===== config.mk =====
export PLATFORM = sky130hd
export DESIGN_NAME = rle_glyph_span_decoder_flat
export DESIGN_NICKNAME = d
export VERILOG_FILES = /design/src/rtl/core/rgsd_pkg.sv /design/src/rtl/core/rgsd_ifs.sv /design/src/rtl/core/rgsd_ctrl.sv /design/src/rtl/core/rgsd_datapath.sv /design/src/rtl/core/rle_glyph_span_decoder.sv /design/src/flat_wrapper.sv
export SDC_FILE = /design/constraint.sdc
export NUM_CORES = 1
export LEC_CHECK = 0
export ABC_AREA = 0
export BUFFER_PORTS_ARGS = -buffer_cell sky130_fd_sc_hd__buf_2
export CORE_ASPECT_RATIO = 0.75
export CORE_UTILIZATION = 61
export CTS_BUF_LIST = sky130_fd_sc_hd__clkbuf_16
export DETAILED_ROUTE_END_ITERATION = 12
export HOLD_SLACK_MARGIN = 0.12
export MAX_ROUTING_LAYER = met4
export PLACE_DENSITY = 0.9
export SETUP_SLACK_MARGIN = 0.15
export SLEW_MARGIN = 20
export SYNTH_ARGS = -nofsm -noshare
export SYNTH_HDL_FRONTEND = slang
export SYNTH_HIERARCHICAL = 1
export SYNTH_SLANG_ARGS = --single-unit

===== constraint.sdc =====
create_clock -name clk -period 12.8 [get_ports clk]
set_clock_uncertainty 0.05 [all_clocks]
set_input_delay 3.84 -clock clk [delete_from_list [all_inputs] [get_ports clk]]
set_output_delay 3.84 -clock clk [all_outputs]
set_load 0.005 [all_outputs]

===== src/rtl/core/rgsd_pkg.sv =====
// Shared constants, register indexes and controller/datapath types of the glyph span decoder.
`default_nettype none

package rgsd_pkg;

  localparam int MAX_GLYPH_WIDTH  = 64;
  localparam int MAX_GLYPH_HEIGHT = 64;
  localparam int SPAN_LIMIT       = 64;

  localparam int WORD_W      = 32;
  localparam int COORD_W     = 16;
  localparam int LEN_W       = 7;
  localparam int SIZE_W      = 7;
  localparam int REPEAT_W    = 16;
  localparam int LITLEFT_W   = 9;
  localparam int CFG_INDEX_W = 4;
  localparam int CFG_DATA_W  = 16;
  localparam int ALPHA_LSB   = 24;

  localparam logic [WORD_W-1:0]    LITERAL_MASK = 32'hFFFF_FF00;
  localparam logic [LITLEFT_W-1:0] LITERAL_BASE = 9'h100;

  localparam logic [CFG_INDEX_W-1:0] REG_GLYPH_WIDTH  = 4'd0;
  localparam logic [CFG_INDEX_W-1:0] REG_GLYPH_HEIGHT = 4'd1;
  localparam logic [CFG_INDEX_W-1:0] REG_ORIGIN_X     = 4'd2;
  localparam logic [CFG_INDEX_W-1:0] REG_ORIGIN_Y     = 4'd3;

  typedef struct packed {
    logic take_header;
    logic take_pixel;
    logic pixel_literal;
    logic emit_span;
    logic clear;
  } cmd_t;

  typedef struct packed {
    logic hdr_literal;
    logic lit_last;
    logic repeat_zero;
    logic overrun;
    logic out_free;
    logic span_final;
    logic span_glyph;
  } status_t;

endpackage

`default_nettype wire


===== src/rtl/core/rgsd_ifs.sv =====
// Channel interfaces of the glyph span decoder: word input, span output, register writes.
`default_nettype none

interface rgsd_word_if;
  logic        valid;
  logic        ready;
  logic [31:0] data_word;
  modport source (output valid, output data_word, input ready);
  modport sink   (input valid, input data_word, output ready);
endinterface

interface rgsd_span_if;
  logic        valid;
  logic        ready;
  logic [15:0] span_x;
  logic [15:0] span_y;
  logic [6:0]  span_length;
  logic [31:0] color;
  logic        visible;
  logic        glyph_done;
  logic        last;
  modport source (output valid, output span_x, output span_y, output span_length,
                  output color, output visible, output glyph_done, output last,
                  input ready);
  modport sink   (input valid, input span_x, input span_y, input span_length,
                  input color, input visible, input glyph_done, input last,
                  output ready);
endinterface

interface rgsd_cfg_if;
  logic        valid;
  logic        ready;
  logic [3:0]  index;
  logic [15:0] data;
  modport source (output valid, output index, output data, input ready);
  modport sink   (input valid, input index, input data, output ready);
endinterface

`default_nettype wire


===== src/rtl/core/rgsd_ctrl.sv =====
// Controller of the glyph span decoder: run phase and the span issue sequencer.
`default_nettype none

module rgsd_ctrl (
  input  wire logic             clk,
  input  wire logic             rst,
  input  wire logic             in_valid,
  output logic                  in_ready,
  input  wire rgsd_pkg::status_t status,
  output rgsd_pkg::cmd_t        cmd
);

  localparam logic ST_IDLE = 1'b0;
  localparam logic ST_SPAN = 1'b1;

  localparam logic [1:0] PH_HEADER  = 2'd0;
  localparam logic [1:0] PH_VALUE   = 2'd1;
  localparam logic [1:0] PH_LITERAL = 2'd2;

  logic       state;
  logic       state_next;
  logic [1:0] phase;
  logic [1:0] phase_next;
  logic       lit;

  assign in_ready = (state == ST_IDLE);
  assign lit      = (phase == PH_LITERAL);

  always_comb begin
    cmd        = '0;
    state_next = state;
    phase_next = phase;
    unique case (state)
      ST_IDLE: begin
        if (in_valid) begin
          if (phase == PH_LITERAL || phase == PH_VALUE) begin
            cmd.take_pixel    = 1'b1;
            cmd.pixel_literal = lit;
            if (lit) begin
              phase_next = status.lit_last ? PH_HEADER : PH_LITERAL;
            end else begin
              phase_next = PH_HEADER;
            end
            // A repeat run of zero pixels swallows its value word silently.
            if (!lit && status.repeat_zero) begin
              state_next = ST_IDLE;
            end else if (status.overrun) begin
              cmd.clear  = 1'b1;
              phase_next = PH_HEADER;
            end else begin
              state_next = ST_SPAN;
            end
          end else begin
            cmd.take_header = 1'b1;
            phase_next      = status.hdr_literal ? PH_LITERAL : PH_VALUE;
          end
        end
      end
      ST_SPAN: begin
        if (status.out_free) begin
          cmd.emit_span = 1'b1;
          if (status.span_final) begin
            state_next = ST_IDLE;
          end
          if (status.span_glyph) begin
            cmd.clear  = 1'b1;
            phase_next = PH_HEADER;
          end
        end
      end
      default: state_next = ST_IDLE;
    endcase
  end

  always_ff @(posedge clk) begin
    if (rst) begin
      state <= ST_IDLE;
      phase <= PH_HEADER;
    end else begin
      state <= state_next;
      phase <= phase_next;
    end
  end

endmodule

`default_nettype wire


===== src/rtl/core/rgsd_datapath.sv =====
// Datapath of the glyph span decoder: registers, run counters, span arithmetic, output register.
`default_nettype none

module rgsd_datapath #(
  parameter int MAX_GLYPH_WIDTH  = rgsd_pkg::MAX_GLYPH_WIDTH,
  parameter int MAX_GLYPH_HEIGHT = rgsd_pkg::MAX_GLYPH_HEIGHT
) (
  input  wire logic                              clk,
  input  wire logic                              rst,
  input  wire logic [rgsd_pkg::WORD_W-1:0]       data_word,
  input  wire logic                              cfg_fire,
  input  wire logic [rgsd_pkg::CFG_INDEX_W-1:0]  cfg_index,
  input  wire logic [rgsd_pkg::CFG_DATA_W-1:0]   cfg_data,
  input  wire rgsd_pkg::cmd_t                    cmd,
  output rgsd_pkg::status_t                      status,
  input  wire logic                              out_ready,
  output logic                                   out_valid,
  output logic [rgsd_pkg::COORD_W-1:0]           span_x,
  output logic [rgsd_pkg::COORD_W-1:0]           span_y,
  output logic [rgsd_pkg::LEN_W-1:0]             span_length,
  output logic [rgsd_pkg::WORD_W-1:0]            color,
  output logic                                   visible,
  output logic                                   glyph_done,
  output logic                                   last
);

  localparam int EW_W  = $clog2(MAX_GLYPH_WIDTH + 1);
  localparam int EH_W  = $clog2(MAX_GLYPH_HEIGHT + 1);
  localparam int TOT_W = $clog2(MAX_GLYPH_WIDTH * MAX_GLYPH_HEIGHT + 1);
  localparam int CNT_W = (TOT_W > rgsd_pkg::REPEAT_W) ? TOT_W : rgsd_pkg::REPEAT_W;
  localparam int N_W   = $clog2(rgsd_pkg::SPAN_LIMIT);
  localparam int PR_W  = EW_W + EH_W;

  function automatic logic [EW_W-1:0] sat_width(input logic [rgsd_pkg::SIZE_W-1:0] v);
    logic [EW_W-1:0] r;
    if (v == '0) begin
      r = EW_W'(1);
    end else if (32'(v) > 32'(MAX_GLYPH_WIDTH)) begin
      r = EW_W'(MAX_GLYPH_WIDTH);
    end else begin
      r = EW_W'(v);
    end
    return r;
  endfunction

  function automatic logic [EH_W-1:0] sat_height(input logic [rgsd_pkg::SIZE_W-1:0] v);
    logic [EH_W-1:0] r;
    if (v == '0) begin
      r = EH_W'(1);
    end else if (32'(v) > 32'(MAX_GLYPH_HEIGHT)) begin
      r = EH_W'(MAX_GLYPH_HEIGHT);
    end else begin
      r = EH_W'(v);
    end
    return r;
  endfunction

  // Configuration, kept already saturated, with the pixel total alongside.
  logic [EW_W-1:0]                  ew;
  logic [EW_W-1:0]                  ew_next;
  logic [EH_W-1:0]                  eh;
  logic [EH_W-1:0]                  eh_next;
  logic [TOT_W-1:0]                 total;
  logic [PR_W-1:0]                  total_prod;
  logic [rgsd_pkg::COORD_W-1:0]     origin_x;
  logic [rgsd_pkg::COORD_W-1:0]     origin_x_next;
  logic [rgsd_pkg::COORD_W-1:0]     origin_y;
  logic [rgsd_pkg::COORD_W-1:0]     origin_y_next;

  // Decoder state.
  logic [rgsd_pkg::LITLEFT_W-1:0]   literal_left;
  logic [rgsd_pkg::REPEAT_W-1:0]    repeat_count;
  logic [EW_W-1:0]                  column;
  logic [rgsd_pkg::COORD_W-1:0]     row;
  logic [TOT_W-1:0]                 pixels_done;
  logic [TOT_W-1:0]                 count_left;
  logic [N_W-1:0]                   span_cnt;
  logic [rgsd_pkg::WORD_W-1:0]      word;

  logic [TOT_W-1:0]                 remaining;
  logic [CNT_W-1:0]                 count_raw;
  logic [TOT_W-1:0]                 count_eff;
  logic                             wrap;
  logic [EW_W-1:0]                  col0;
  logic [rgsd_pkg::COORD_W-1:0]     row0;
  logic [EW_W-1:0]                  avail;
  logic [EW_W-1:0]                  len;
  logic [TOT_W-1:0]                 done_sum;
  logic                             glyph_end;
  logic                             span_final;

  always_comb begin
    ew_next       = ew;
    eh_next       = eh;
    origin_x_next = origin_x;
    origin_y_next = origin_y;
    if (cfg_fire) begin
      unique case (cfg_index)
        rgsd_pkg::REG_GLYPH_WIDTH:  ew_next = sat_width(cfg_data[rgsd_pkg::SIZE_W-1:0]);
        rgsd_pkg::REG_GLYPH_HEIGHT: eh_next = sat_height(cfg_data[rgsd_pkg::SIZE_W-1:0]);
        rgsd_pkg::REG_ORIGIN_X:     origin_x_next = cfg_data;
        rgsd_pkg::REG_ORIGIN_Y:     origin_y_next = cfg_data;
        default: ;
      endcase
    end
  end

  assign total_prod = PR_W'(ew_next) * PR_W'(eh_next);

  always_ff @(posedge clk) begin
    if (rst) begin
      ew       <= EW_W'(1);
      eh       <= EH_W'(1);
      total    <= TOT_W'(1);
      origin_x <= '0;
      origin_y <= '0;
    end else begin
      ew       <= ew_next;
      eh       <= eh_next;
      total    <= TOT_W'(total_prod);
      origin_x <= origin_x_next;
      origin_y <= origin_y_next;
    end
  end

  // Per-word setup: the run is clipped to the pixels the glyph still lacks.
  assign remaining = total - pixels_done;
  assign count_raw = cmd.pixel_literal ? CNT_W'(1) : CNT_W'(repeat_count);
  assign count_eff = (count_raw > CNT_W'(remaining)) ? remaining : TOT_W'(count_raw);

  // Span step: wrap to the next row first, then cut at the row end.
  assign wrap      = (column >= ew);
  assign col0      = wrap ? '0 : column;
  assign row0      = wrap ? row + 1'b1 : row;
  assign avail     = ew - col0;
  assign len       = (TOT_W'(avail) > count_left) ? EW_W'(count_left) : avail;
  assign done_sum  = pixels_done + TOT_W'(len);
  assign glyph_end = (done_sum >= total);
  assign span_final = (count_left == TOT_W'(len)) || glyph_end ||
                      (span_cnt == N_W'(rgsd_pkg::SPAN_LIMIT - 1));

  assign status.hdr_literal = ((data_word & rgsd_pkg::LITERAL_MASK) == rgsd_pkg::LITERAL_MASK);
  assign status.lit_last    = (literal_left <= rgsd_pkg::LITLEFT_W'(1));
  assign status.repeat_zero = (repeat_count == '0);
  assign status.overrun     = (pixels_done >= total);
  assign status.out_free    = !out_valid || out_ready;
  assign status.span_final  = span_final;
  assign status.span_glyph  = glyph_end;

  always_ff @(posedge clk) begin
    if (rst) begin
      literal_left <= '0;
      repeat_count <= '0;
      column       <= '0;
      row          <= '0;
      pixels_done  <= '0;
      count_left   <= '0;
      span_cnt     <= '0;
    end else if (cmd.clear) begin
      literal_left <= '0;
      repeat_count <= '0;
      column       <= '0;
      row          <= '0;
      pixels_done  <= '0;
    end else begin
      if (cmd.take_header) begin
        if (status.hdr_literal) begin
          literal_left <= rgsd_pkg::LITERAL_BASE - rgsd_pkg::LITLEFT_W'(data_word[7:0]);
        end else begin
          repeat_count <= data_word[rgsd_pkg::REPEAT_W-1:0];
        end
      end
      if (cmd.take_pixel) begin
        count_left <= count_eff;
        span_cnt   <= '0;
        if (cmd.pixel_literal && literal_left != '0) begin
          literal_left <= literal_left - 1'b1;
        end
      end
      if (cmd.emit_span) begin
        column      <= col0 + len;
        row         <= row0;
        pixels_done <= done_sum;
        count_left  <= count_left - TOT_W'(len);
        span_cnt    <= span_cnt + 1'b1;
      end
    end
  end

  always_ff @(posedge clk) begin
    if (cmd.take_pixel) begin
      word <= data_word;
    end
  end

  // Output register: the next span is loaded as the current one leaves.
  always_ff @(posedge clk) begin
    if (rst) begin
      out_valid <= 1'b0;
    end else if (cmd.emit_span) begin
      out_valid <= 1'b1;
    end else if (out_ready) begin
      out_valid <= 1'b0;
    end
  end

  always_ff @(posedge clk) begin
    if (cmd.emit_span) begin
      span_x      <= origin_x + rgsd_pkg::COORD_W'(col0);
      span_y      <= origin_y + row0;
      span_length <= rgsd_pkg::LEN_W'(len);
      color       <= word;
      visible     <= (word[rgsd_pkg::WORD_W-1:rgsd_pkg::ALPHA_LSB] != '0);
      glyph_done  <= glyph_end;
      last        <= span_final;
    end
  end

endmodule

`default_nettype wire


===== src/rtl/core/rle_glyph_span_decoder.sv =====
// Top level of the glyph span decoder: controller, datapath and channel wiring.
//
//   channel  role    request carries
//   words    input   one compressed word: run header, repeat value or literal pixel
//   spans    output  one span: position, length, color, visible, glyph_done, last
//   cfg      input   register write: index 0..3 and data, always ready
//
// A header word is taken while idle. A pixel word is taken, then the span sequencer
// issues one span per cycle while the spans channel accepts; words is held off until
// the word's last span is in the output register. A stalled spans channel holds the
// sequencer. Synchronous reset returns the run state and registers to their initial
// values; there is no clearing pass.
`default_nettype none

module rle_glyph_span_decoder #(
  parameter int MAX_GLYPH_WIDTH  = rgsd_pkg::MAX_GLYPH_WIDTH,
  parameter int MAX_GLYPH_HEIGHT = rgsd_pkg::MAX_GLYPH_HEIGHT
) (
  input  wire logic     clk,
  input  wire logic     rst,
  rgsd_word_if.sink     words,
  rgsd_span_if.source   spans,
  rgsd_cfg_if.sink      cfg
);

  rgsd_pkg::cmd_t    cmd;
  rgsd_pkg::status_t status;

  assign cfg.ready = 1'b1;

  rgsd_ctrl u_ctrl (
    .clk      (clk),
    .rst      (rst),
    .in_valid (words.valid),
    .in_ready (words.ready),
    .status   (status),
    .cmd      (cmd)
  );

  rgsd_datapath #(
    .MAX_GLYPH_WIDTH  (MAX_GLYPH_WIDTH),
    .MAX_GLYPH_HEIGHT (MAX_GLYPH_HEIGHT)
  ) u_datapath (
    .clk         (clk),
    .rst         (rst),
    .data_word   (words.data_word),
    .cfg_fire    (cfg.valid),
    .cfg_index   (cfg.index),
    .cfg_data    (cfg.data),
    .cmd         (cmd),
    .status      (status),
    .out_ready   (spans.ready),
    .out_valid   (spans.valid),
    .span_x      (spans.span_x),
    .span_y      (spans.span_y),
    .span_length (spans.span_length),
    .color       (spans.color),
    .visible     (spans.visible),
    .glyph_done  (spans.glyph_done),
    .last        (spans.last)
  );

endmodule

`default_nettype wire


===== src/flat_wrapper.sv =====
// flat-port wrapper written by rule: the top's interface ports become plain ports
module rle_glyph_span_decoder_flat 
#(
  parameter int MAX_GLYPH_WIDTH  = rgsd_pkg::MAX_GLYPH_WIDTH,
  parameter int MAX_GLYPH_HEIGHT = rgsd_pkg::MAX_GLYPH_HEIGHT
)
  (clk, rst, words_valid, words_data_word, words_ready, spans_valid, spans_span_x, spans_span_y, spans_span_length, spans_color, spans_visible, spans_glyph_done, spans_last, spans_ready, cfg_valid, cfg_index, cfg_data, cfg_ready);
  rgsd_word_if words_i ();
  rgsd_span_if spans_i ();
  rgsd_cfg_if cfg_i ();
  input  wire logic clk;
  input  wire logic rst;
  input wire logic [$bits(words_i.valid)-1:0] words_valid;
  input wire logic [$bits(words_i.data_word)-1:0] words_data_word;
  output wire logic [$bits(words_i.ready)-1:0] words_ready;
  output wire logic [$bits(spans_i.valid)-1:0] spans_valid;
  output wire logic [$bits(spans_i.span_x)-1:0] spans_span_x;
  output wire logic [$bits(spans_i.span_y)-1:0] spans_span_y;
  output wire logic [$bits(spans_i.span_length)-1:0] spans_span_length;
  output wire logic [$bits(spans_i.color)-1:0] spans_color;
  output wire logic [$bits(spans_i.visible)-1:0] spans_visible;
  output wire logic [$bits(spans_i.glyph_done)-1:0] spans_glyph_done;
  output wire logic [$bits(spans_i.last)-1:0] spans_last;
  input wire logic [$bits(spans_i.ready)-1:0] spans_ready;
  input wire logic [$bits(cfg_i.valid)-1:0] cfg_valid;
  input wire logic [$bits(cfg_i.index)-1:0] cfg_index;
  input wire logic [$bits(cfg_i.data)-1:0] cfg_data;
  output wire logic [$bits(cfg_i.ready)-1:0] cfg_ready;
  assign words_i.valid = words_valid;
  assign words_i.data_word = words_data_word;
  assign words_ready = words_i.ready;
  assign spans_valid = spans_i.valid;
  assign spans_span_x = spans_i.span_x;
  assign spans_span_y = spans_i.span_y;
  assign spans_span_length = spans_i.span_length;
  assign spans_color = spans_i.color;
  assign spans_visible = spans_i.visible;
  assign spans_glyph_done = spans_i.glyph_done;
  assign spans_last = spans_i.last;
  assign spans_i.ready = spans_ready;
  assign cfg_i.valid = cfg_valid;
  assign cfg_i.index = cfg_index;
  assign cfg_i.data = cfg_data;
  assign cfg_ready = cfg_i.ready;
  rle_glyph_span_decoder #(.MAX_GLYPH_WIDTH(MAX_GLYPH_WIDTH), .MAX_GLYPH_HEIGHT(MAX_GLYPH_HEIGHT)) u_core (.clk(clk), .rst(rst), .words(words_i), .spans(spans_i), .cfg(cfg_i));
endmodule

# ---- Yosys cells after proc, flatten, opt, wreduce, memory -nomap -nowiden
# Index checks and enable logic that the tools add are counted.
dict set report totals {
  input_bits 57
  n_memories 0
  word_cells 127
  latchBits 0
  reg_bits 249
  mem_bits_ro 0
  mem_bits_rw 0
}
dict set report classes {
  n_eq_ne 11
  n_addsub 11
  reduce_logical 21
  mux 50
  n_lt_le_gt_ge 7
  n_div 0
  mul 1
  shifts 0
  bitwise 3
}
# op count
set ops {}
lappend ops {{$mux 7} 8}
lappend ops {{$mux 13} 3}
lappend ops {{$mux 9} 4}
lappend ops {{$mux 16} 2}
lappend ops {{$ge 13x13->1} 2}
lappend ops {{$eq 24x24->1 const B} 1}
lappend ops {{$mux 2} 11}
lappend ops {{$add 16x1->16 const B} 1}
lappend ops {{$add 16x16->16} 1}
lappend ops {{$add 16x7->16} 1}
lappend ops {{$gt 16x13->1} 1}
lappend ops {{$logic_not 16->1} 1}
lappend ops {{$mux 1} 15}
lappend ops {{$add 13x7->13} 1}
lappend ops {{$eq 13x7->1} 1}
lappend ops {{$gt 7x13->1} 1}
lappend ops {{$mul 7x7->13} 1}
lappend ops {{$sub 13x13->13} 1}
lappend ops {{$sub 13x7->13} 1}
lappend ops {{$mux 6} 2}
lappend ops {{$le 9x1->1 const B} 1}
lappend ops {{$reduce_bool 9->1} 1}
lappend ops {{$sub 9x1->9 const B} 1}
lappend ops {{$sub 9x8->9 const A} 1}
lappend ops {{other kinds (26)} 41}

# ---- Depth between registers and ports, before layout
# Gate-level depths: netlist (run 1).
dict set report logic_depth {
  depth_word 12
  mapped_depth 50
  mapped_depth_nobuf 47
}

# ---- Modules after synthesis
# Netlist (run 1), hierarchy kept.
# mod area_per_inst_um2 instances seq_area_each_um2 cells_each
set modules_own_cells {}
lappend modules_own_cells {rgsd_datapath 14993.1 1 5985.7 1535}
lappend modules_own_cells {rgsd_ctrl 220.2 1 60.1 27}
lappend modules_own_cells {rle_glyph_span_decoder 11.3 1 0.0 2}

# ---- Worst setup path before layout (run 1)
# OpenSTA, ideal clock, no wires.
dict set report synth_path {
  path_kind {reg2reg}
  startpoint {register u_core.u_datapath.ew[5]}
  endpoint {register u_core.u_datapath.span_cnt[5]}
  synth_period_minus_slack_ns 9.057
  t_required_ns 12.664
  stages_incl_launch_ff 47
  path_slack_ns 3.743
  setup_time_ns 0.086
  arrival_ns 8.922
  path_buffers 4
  path_cell_list {dfxtp_1 inv_1 ha_1 a21o_1 a221o_1 a31oi_4 buf_4 and2_1 ha_1 fa_1 nor2b_1 o31a_1 mux2i_1 nand2_1 xnor2_1 ha_1 a2111o_1 o21ai_2 (+11 left out) nor2_1 xnor2_1 ha_1 and4_1 o31a_1 o21ai_0 nand2b_1 a21oi_1 o311ai_0 or2_2 buf_4 nand3_1 o41ai_1 clkbuf_1 nor2_1 nand4_1 or3_1 a211oi_1}
}
# element line
set synth_lines {}
lappend synth_lines {{start, declared} rgsd_datapath.sv:59} ;# logic [EW_W-1:0] ew;
lappend synth_lines {{start signal, assigned} rgsd_datapath.sv:118} ;# ew <= ew_next;
lappend synth_lines {{end signal, assigned} rgsd_datapath.sv:185} ;# span_cnt <= span_cnt + 1'b1;
lappend synth_lines {{end, declared} rgsd_datapath.sv:77} ;# logic [N_W-1:0] span_cnt;

==> flow_summary.ini, run 1 <==
[status]
status = complete, no violations

[pwr]
p_comb_share_pct = 51.1
p_sw_w = 0.00152
swShare_pct = 40.8
leakage_nw = 7.49
max-vdd-ir-drop_mv = 0.205
power_frac_clock_pct = 20.0
p_per_area_nw_per_um2 = 219
seq_power_share_pct = 28.9
power.internal_w = 0.00220

[yosys]
synth_ff_type = dfxtp_1
avgSynthCellArea_um2 = 9.73
ys_ff_latch = 249
yosysTopAreaCell = edfxtp_1
netlist_top_cells_area = edfxtp_1 21%, dfxtp_1 19%, ha_1 11%
synth_warnings = 6
async_reset_ff_share_pct = 0
syn_area_um2 = 15200
synth_edf_count = 106
synth_cell_types = 86
synth_top_area_share_pct = 20.9
yosysSeqAreaShare_pct = 39.7
syn_inst = 1564
syn_nets = 1789

[timing]
maxSlewViolCount = 0
maxSlewHeadroom_pct = 24.9
rsz0062_at_grt = no
setup_viol = 0
tns_ns = 0
fmax_ghz = 0.0918
timing.final.crit_share_pct = 85.1
tightest_slew_ns = 1.11
hold_violations = 0
period_needed_ns = 10.89

[grt]
antenna_found_initial = 0
gr-usage-all-layers_pct = 29.3
gr-total-overflow = 0
grt_max_degree = 86
grt_pass1_vias = 11700
grt_pass1_wl_um = 58900

[die]
die-area_um2 = 25600
row_count = 49
io_pins = 134
design.core.area_um2 = 24200
start_util_pct = 62.9
die_y_um = 139
die_x_um = 184

[job]
cap_violations = 0

[drt]
dr.pass1.iters = 6
drt_iter0_markers = 1126
via_per_inst = 5.95
wire_per_inst_um = 17.8
drc = 0
vias = 12100
drt_wl_total_um = 36200
detail-route-antenna-nets = 0

[setup_path]
crit_fanout = 19
crit_top_cell = ha_1
arrival_ns = 11.28
cp_data_required_time_ns = 13.19
slowest_stage = o21ai_2
slowest_delay_ns = 0.55
cp-startpoint = u_core/u_datapath/ew[6]$_SDFF_PP0_
r2r_start = u_core/u_datapath/ew[6]$_SDFF_PP0_
cp-end-kind = register
worst_setup_path_start_kind = register
setup.worst_path.class = reg2reg

[clock_tree]
cts-root-buf = clkbuf_16
clk_pin_slew_worst_paths_ns = 0.06
cts_buffers = 26
clk_latency_ns = 0.55
postCtsSetupBuffers = 0
holdBufCountCts = 0
cts_buffer_depth = 3
cts_resized = 0
cts-htree-levels = 1
clock-sinks = 249
cts_tree = built

[place]
hpwl_um = 27000
portBuffers = 132
routabilityCongestion = 0.968

[min_path]
worstHoldPathType = reg2reg
min-delay-start = u_core/u_datapath/word[16]$_DFFE_PP_

[layout]
drive_gt1_share_pct = 13.4
synthToLayoutAreaGrowth_pct = 11.6
post-route-util_pct = 70.2
fin_nets = 1911
diodes = 0
==> kinds of logic after synthesis <==
| logic type | Yosys count | share of synthesized area, % |
|---|---|---|
| AO/OA/AOI/OAI | 257 | 11.3 |
| flip-flops | 249 | 39.7 |
| multiplexers | 90 | 6.10 |
| other | 1 | 0.0246 |
| XOR/XNOR | 115 | 6.62 |
| buffers and inverters | 171 | 4.53 |
| adder cells (fa/ha/maj) | 168 | 15.3 |
| AND/OR/NAND/NOR | 513 | 16.5 |
==> power groups by stage <==
stage	registers (W)	logic, W	clock network [W]
floorplan	0.00109	0.00142	0
global placement	0.00108	0.00178	0
detailed placement	0.00109	0.00184	0
CTS	0.00107	0.00186	0.000750
global route	0.00109	0.00208	0.000788
finish	0.00108	0.00190	0.000744
==> layout make-up <==
class | count | area, µm²
clock buffers | 26 | 651
clock inverters | 22 | 189
fillers | 1774 | 7220
inverters | 126 | 473
multi-input cells | 1144 | 8510
flip-flops and latches | 249 | 6050
well taps | 331 | 414
repair buffers | 139 | 713
==> worst max-delay path: cells and delay by family (launching register included) <==
kind | cells | cell delay (ns)
AND/OR/NAND/NOR | 15 | 2.87
XOR/XNOR | 2 | 0.29
AO/OA/AOI/OAI | 17 | 4.65
multiplexers | 1 | 0.15
flip-flops | 1 | 0.36
adder cells (fa/ha/maj) | 7 | 1.90
buffers and inverters | 4 | 0.52
==> layout by cell type (no fill, tap or decap), types with 27 or more instances in the layout <==
cell type  netlist  layout
a21oi_1         75      75
buf_2            5     132
dfxtp_1        143     143
edfxtp_1       106     106
fa_1            30      30
ha_1           138     138
inv_1          125     133
mux2i_1         71      71
nand2_1         82      82
nand4_1         28      28
nor2_1         218     216
nor2b_1         27      27
o21ai_0         41      41
xnor2_1         68      68
xor2_1          47      47
==> sequential cells by signal, indices dropped and copies added (netlist names), 9 cells and up <==
name,cells
u_core/u_datapath/color,32
u_core/u_datapath/word,32
u_core/u_datapath/origin_x,16
u_core/u_datapath/origin_y,16
u_core/u_datapath/repeat_count,16
u_core/u_datapath/row,16
u_core/u_datapath/span_x,16
u_core/u_datapath/span_y,16
u_core/u_datapath/count_left,13
u_core/u_datapath/pixels_done,13
u_core/u_datapath/total,13
u_core/u_datapath/literal_left,9
==> per-stage QoR <==
step	setup slack, ns	instances	hold WS (ns)	instance area [µm²]	total power [W]
after floorplan	3.74	1564	0.350	15200	0.00251
after global placement	2.59	1989	0.351	16200	0.00286
after detailed placement	2.22	1989	0.355	16200	0.00293
after CTS	2.16	2037	0.365	17000	0.00368
after global routing	1.28	2037	0.368	17000	0.00396
final	1.91	2037	0.367	17000	0.00372
==> metal layers <==
metal  part of all wire, %  global-route usage [%]
met3                   8.0                    4.02
met2                    45                    44.8
met4                   1.8                    6.01
met5                     0                       -
met1                    45                    41.6
==> synth_stat cells (23+ instances only) <==
cell / n
xor2_1: 47
mux2i_1: 71
a21o_1: 23
nor2_1: 218
fa_1: 30
nor3_1: 26
inv_1: 125
dfxtp_1: 143
nor2b_1: 27
nand4_1: 28
edfxtp_1: 106
o21ai_0: 41
nand3_1: 23
ha_1: 138
clkbuf_1: 27
xnor2_1: 68
a21oi_1: 75
nand2_1: 82
==> path summary, 6_finish.rpt <==
check	end	slack (ns)	depth (start not counted)
min	u_core/u_datapath/color[16]$_DFFE_PP_	0.37	0
max reg2reg	u_core/u_datapath/column[6]$_SDFFE_PP0P_	1.91	46
max	u_core/u_datapath/column[6]$_SDFFE_PP0P_	1.91	46
min reg2reg	u_core/u_datapath/color[16]$_DFFE_PP_	0.37	0
Power figures use the tool's default switching activity.
==> run 2: changes to the inputs <==
--- a/config.mk
+++ b/config.mk
@@ -8,6 +8,7 @@
 export ABC_AREA = 0
 export BUFFER_PORTS_ARGS = -buffer_cell sky130_fd_sc_hd__buf_2
 export CORE_ASPECT_RATIO = 0.75
+export CORE_MARGIN = 3
 export CORE_UTILIZATION = 61
 export CTS_BUF_LIST = sky130_fd_sc_hd__clkbuf_16
 export DETAILED_ROUTE_END_ITERATION = 12
==> run 2 against run 1 <==
Against the previous run: setup slack lost 0.23 ns; worst hold slack hardly changed; register-to-register slack got worse by 0.23 ns; sequential cell count unchanged; combinational power hardly changed; non-clock buffer count unchanged; die area grew 5.1%; first-iteration DRC count up 12%; critical path type unchanged; largest cell class unchanged.
==> flow_summary.ini, run 2 (synthesis results as in run 1) <==
[setup_path]
crit_top_cell = ha_1
slowest_delay_ns = 0.76
slowest_stage = nor2_1
cp-startpoint = u_core/u_datapath/ew[6]$_SDFF_PP0_
worst_setup_path_start_kind = register
r2r_start = u_core/u_datapath/ew[6]$_SDFF_PP0_
regToRegEndpoint = u_core/u_datapath/count_left[7]$_SDFFE_PP0P_
cp_data_required_time_ns = 13.20
r2r_slack_ns = 1.68
setup.worst_path.class = reg2reg
cp-end-kind = register
arrival_ns = 11.52
crit_fanout = 19
r2r_cells = 43

[pwr]
p_comb_share_pct = 51.6
p_sw_w = 0.00153
power.internal_w = 0.00217
swShare_pct = 41.3
seq_power_share_pct = 29.1
leakage_nw = 7.49
p_per_area_nw_per_um2 = 218
power_frac_clock_pct = 19.3
max-vdd-ir-drop_mv = 0.235

[drt]
top_layer_used = met4
wl_met1_um = 16500
drt_iter0_markers = 1259
via_per_inst = 5.91
wire_per_inst_um = 18.3
drt_wl_total_um = 37300
met3_length_um = 3160
vias = 12000
met2WireLength_um = 17000
drc = 0
detail-route-antenna-nets = 0
dr.pass1.iters = 6

[clock_tree]
clk_pin_slew_worst_paths_ns = 0.07
cts_resized = 0
postCtsSetupBuffers = 0
clock-sinks = 249
cts-htree-levels = 1
holdBufCountCts = 0
clk_latency_ns = 0.54
cts_buffer_depth = 3
cts_buffers = 26
cts_tree = built
cts-root-buf = clkbuf_16

[min_path]
min-delay-start = u_core/u_datapath/word[16]$_DFFE_PP_
worstHoldPathType = reg2reg
worstHoldEndpoint = u_core/u_datapath/color[16]$_DFFE_PP_
hold_depth = 0

[job]
cap_violations = 0

[layout]
multi_input_area_um2 = 8510
fin_nets = 1911
synthToLayoutAreaGrowth_pct = 11.4
drive_gt1_share_pct = 13.5
diodes = 0
layout_commonest_cell = nor2_1
post-route-util_pct = 69.9
seq_area_um2 = 6050
reg_top3 = u_core/u_datapath/color (32), u_core/u_datapath/word (32)
instances_no_fill = 2037
fill_cells = 1781
final_cell_mix = 216 x nor2_1, 143 x dfxtp_1, 138 x ha_1, 136 x inv_1, 132 x buf_2

[timing]
hold-worst-slack_ns = 0.367
maxSlewViolCount = 0
maxSlewHeadroom_pct = 18.3
hold_violations = 0
layout_setup_ws_ns = 1.68
tns_ns = 0
setup_viol = 0
fmax_ghz = 0.0900
timing.final.crit_share_pct = 86.9
tightest_slew_ns = 1.21
period_needed_ns = 11.12
rsz0062_at_grt = no

[grt]
grt_max_degree = 86
grt_pass1_vias = 11900
grt_pass1_wl_um = 59900
antenna_found_initial = 0
gr-usage-all-layers_pct = 28.1
gr-total-overflow = 0

[place]
place_ws_ns = 2.09
portBuffers = 132
hpwl_um = 27500
dp_cells = 1989
routabilityCongestion = 0.934

[die]
die_x_um = 188
start_util_pct = 62.7
design.core.area_um2 = 24300
io_pins = 134
row_count = 49
die-area_um2 = 26900
die_y_um = 143

[status]
status = complete, no violations
-- run 2: per-stage QoR --
| step | cell area, µm² | power (W) |
|---|---|---|
| final | 17000 | 0.00371 |
| after global routing | 17000 | 0.00393 |
| after CTS | 17000 | 0.00367 |
| after detailed placement | 16200 | 0.00294 |
| after global placement | 16200 | 0.00286 |
| after floorplan | 15200 | 0.00251 |
-- run 2: cell type report --
cell class	count	share of cell area (%)
Inverter	126	2.79
Sequential cell	249	35.6
Tap cell	331	2.44
Clock inverter	21	0.782
Clock buffer	27	3.98
Multi-Input combinational cell	1144	50.2
Timing Repair Buffer	139	4.20
-- run 2: critical path, delay by kind of cell (launching register included) --
| kind | cells | cell delay [ns] |
|---|---|---|
| compound gates | 16 | 4.71 |
| simple gates | 14 | 3.16 |
| fa+ha+maj | 6 | 1.72 |
| buf+inv | 4 | 0.56 |
| flops | 1 | 0.36 |
| xor+xnor | 2 | 0.30 |
| mux | 1 | 0.14 |
-- run 2: power groups by stage --
| stage | combinational [W] | clock (W) | sequential (W) |
|---|---|---|---|
| 2_1_floorplan | 0.00142 | 0 | 0.00109 |
| 3_3_place_gp | 0.00178 | 0 | 0.00108 |
| 3_5_place_dp | 0.00185 | 0 | 0.00109 |
| 4_1_cts | 0.00187 | 0.000725 | 0.00108 |
| 5_1_grt | 0.00208 | 0.000756 | 0.00109 |
| 6_report | 0.00191 | 0.000715 | 0.00108 |
-- run 2: worst max-delay path by stage --
stage	to	slack [ns]	depth (start not counted)
3_5_place_dp	u_core/u_datapath/count_left[7]$_SDFFE_PP0P_	2.09	43
2_1_floorplan	u_core/u_datapath/span_cnt[5]$_SDFFE_PP0P_	3.74	46
5_1_grt	u_core/u_datapath/count_left[7]$_SDFFE_PP0P_	0.99	43
6_report	u_core/u_datapath/count_left[7]$_SDFFE_PP0P_	1.68	43
3_3_place_gp	u_core/u_datapath/count_left[7]$_SDFFE_PP0P_	2.61	43
4_1_cts	u_core/u_datapath/count_left[7]$_SDFFE_PP0P_	1.90	43
-- run 2: per-layer routing --
metal  GRT usage (%)  vias to the layer above
li1                -                     5737
met1            37.7                     5751
met2            44.2                      481
met3            5.89                       64
met4            6.62                        0
met5               -                        -
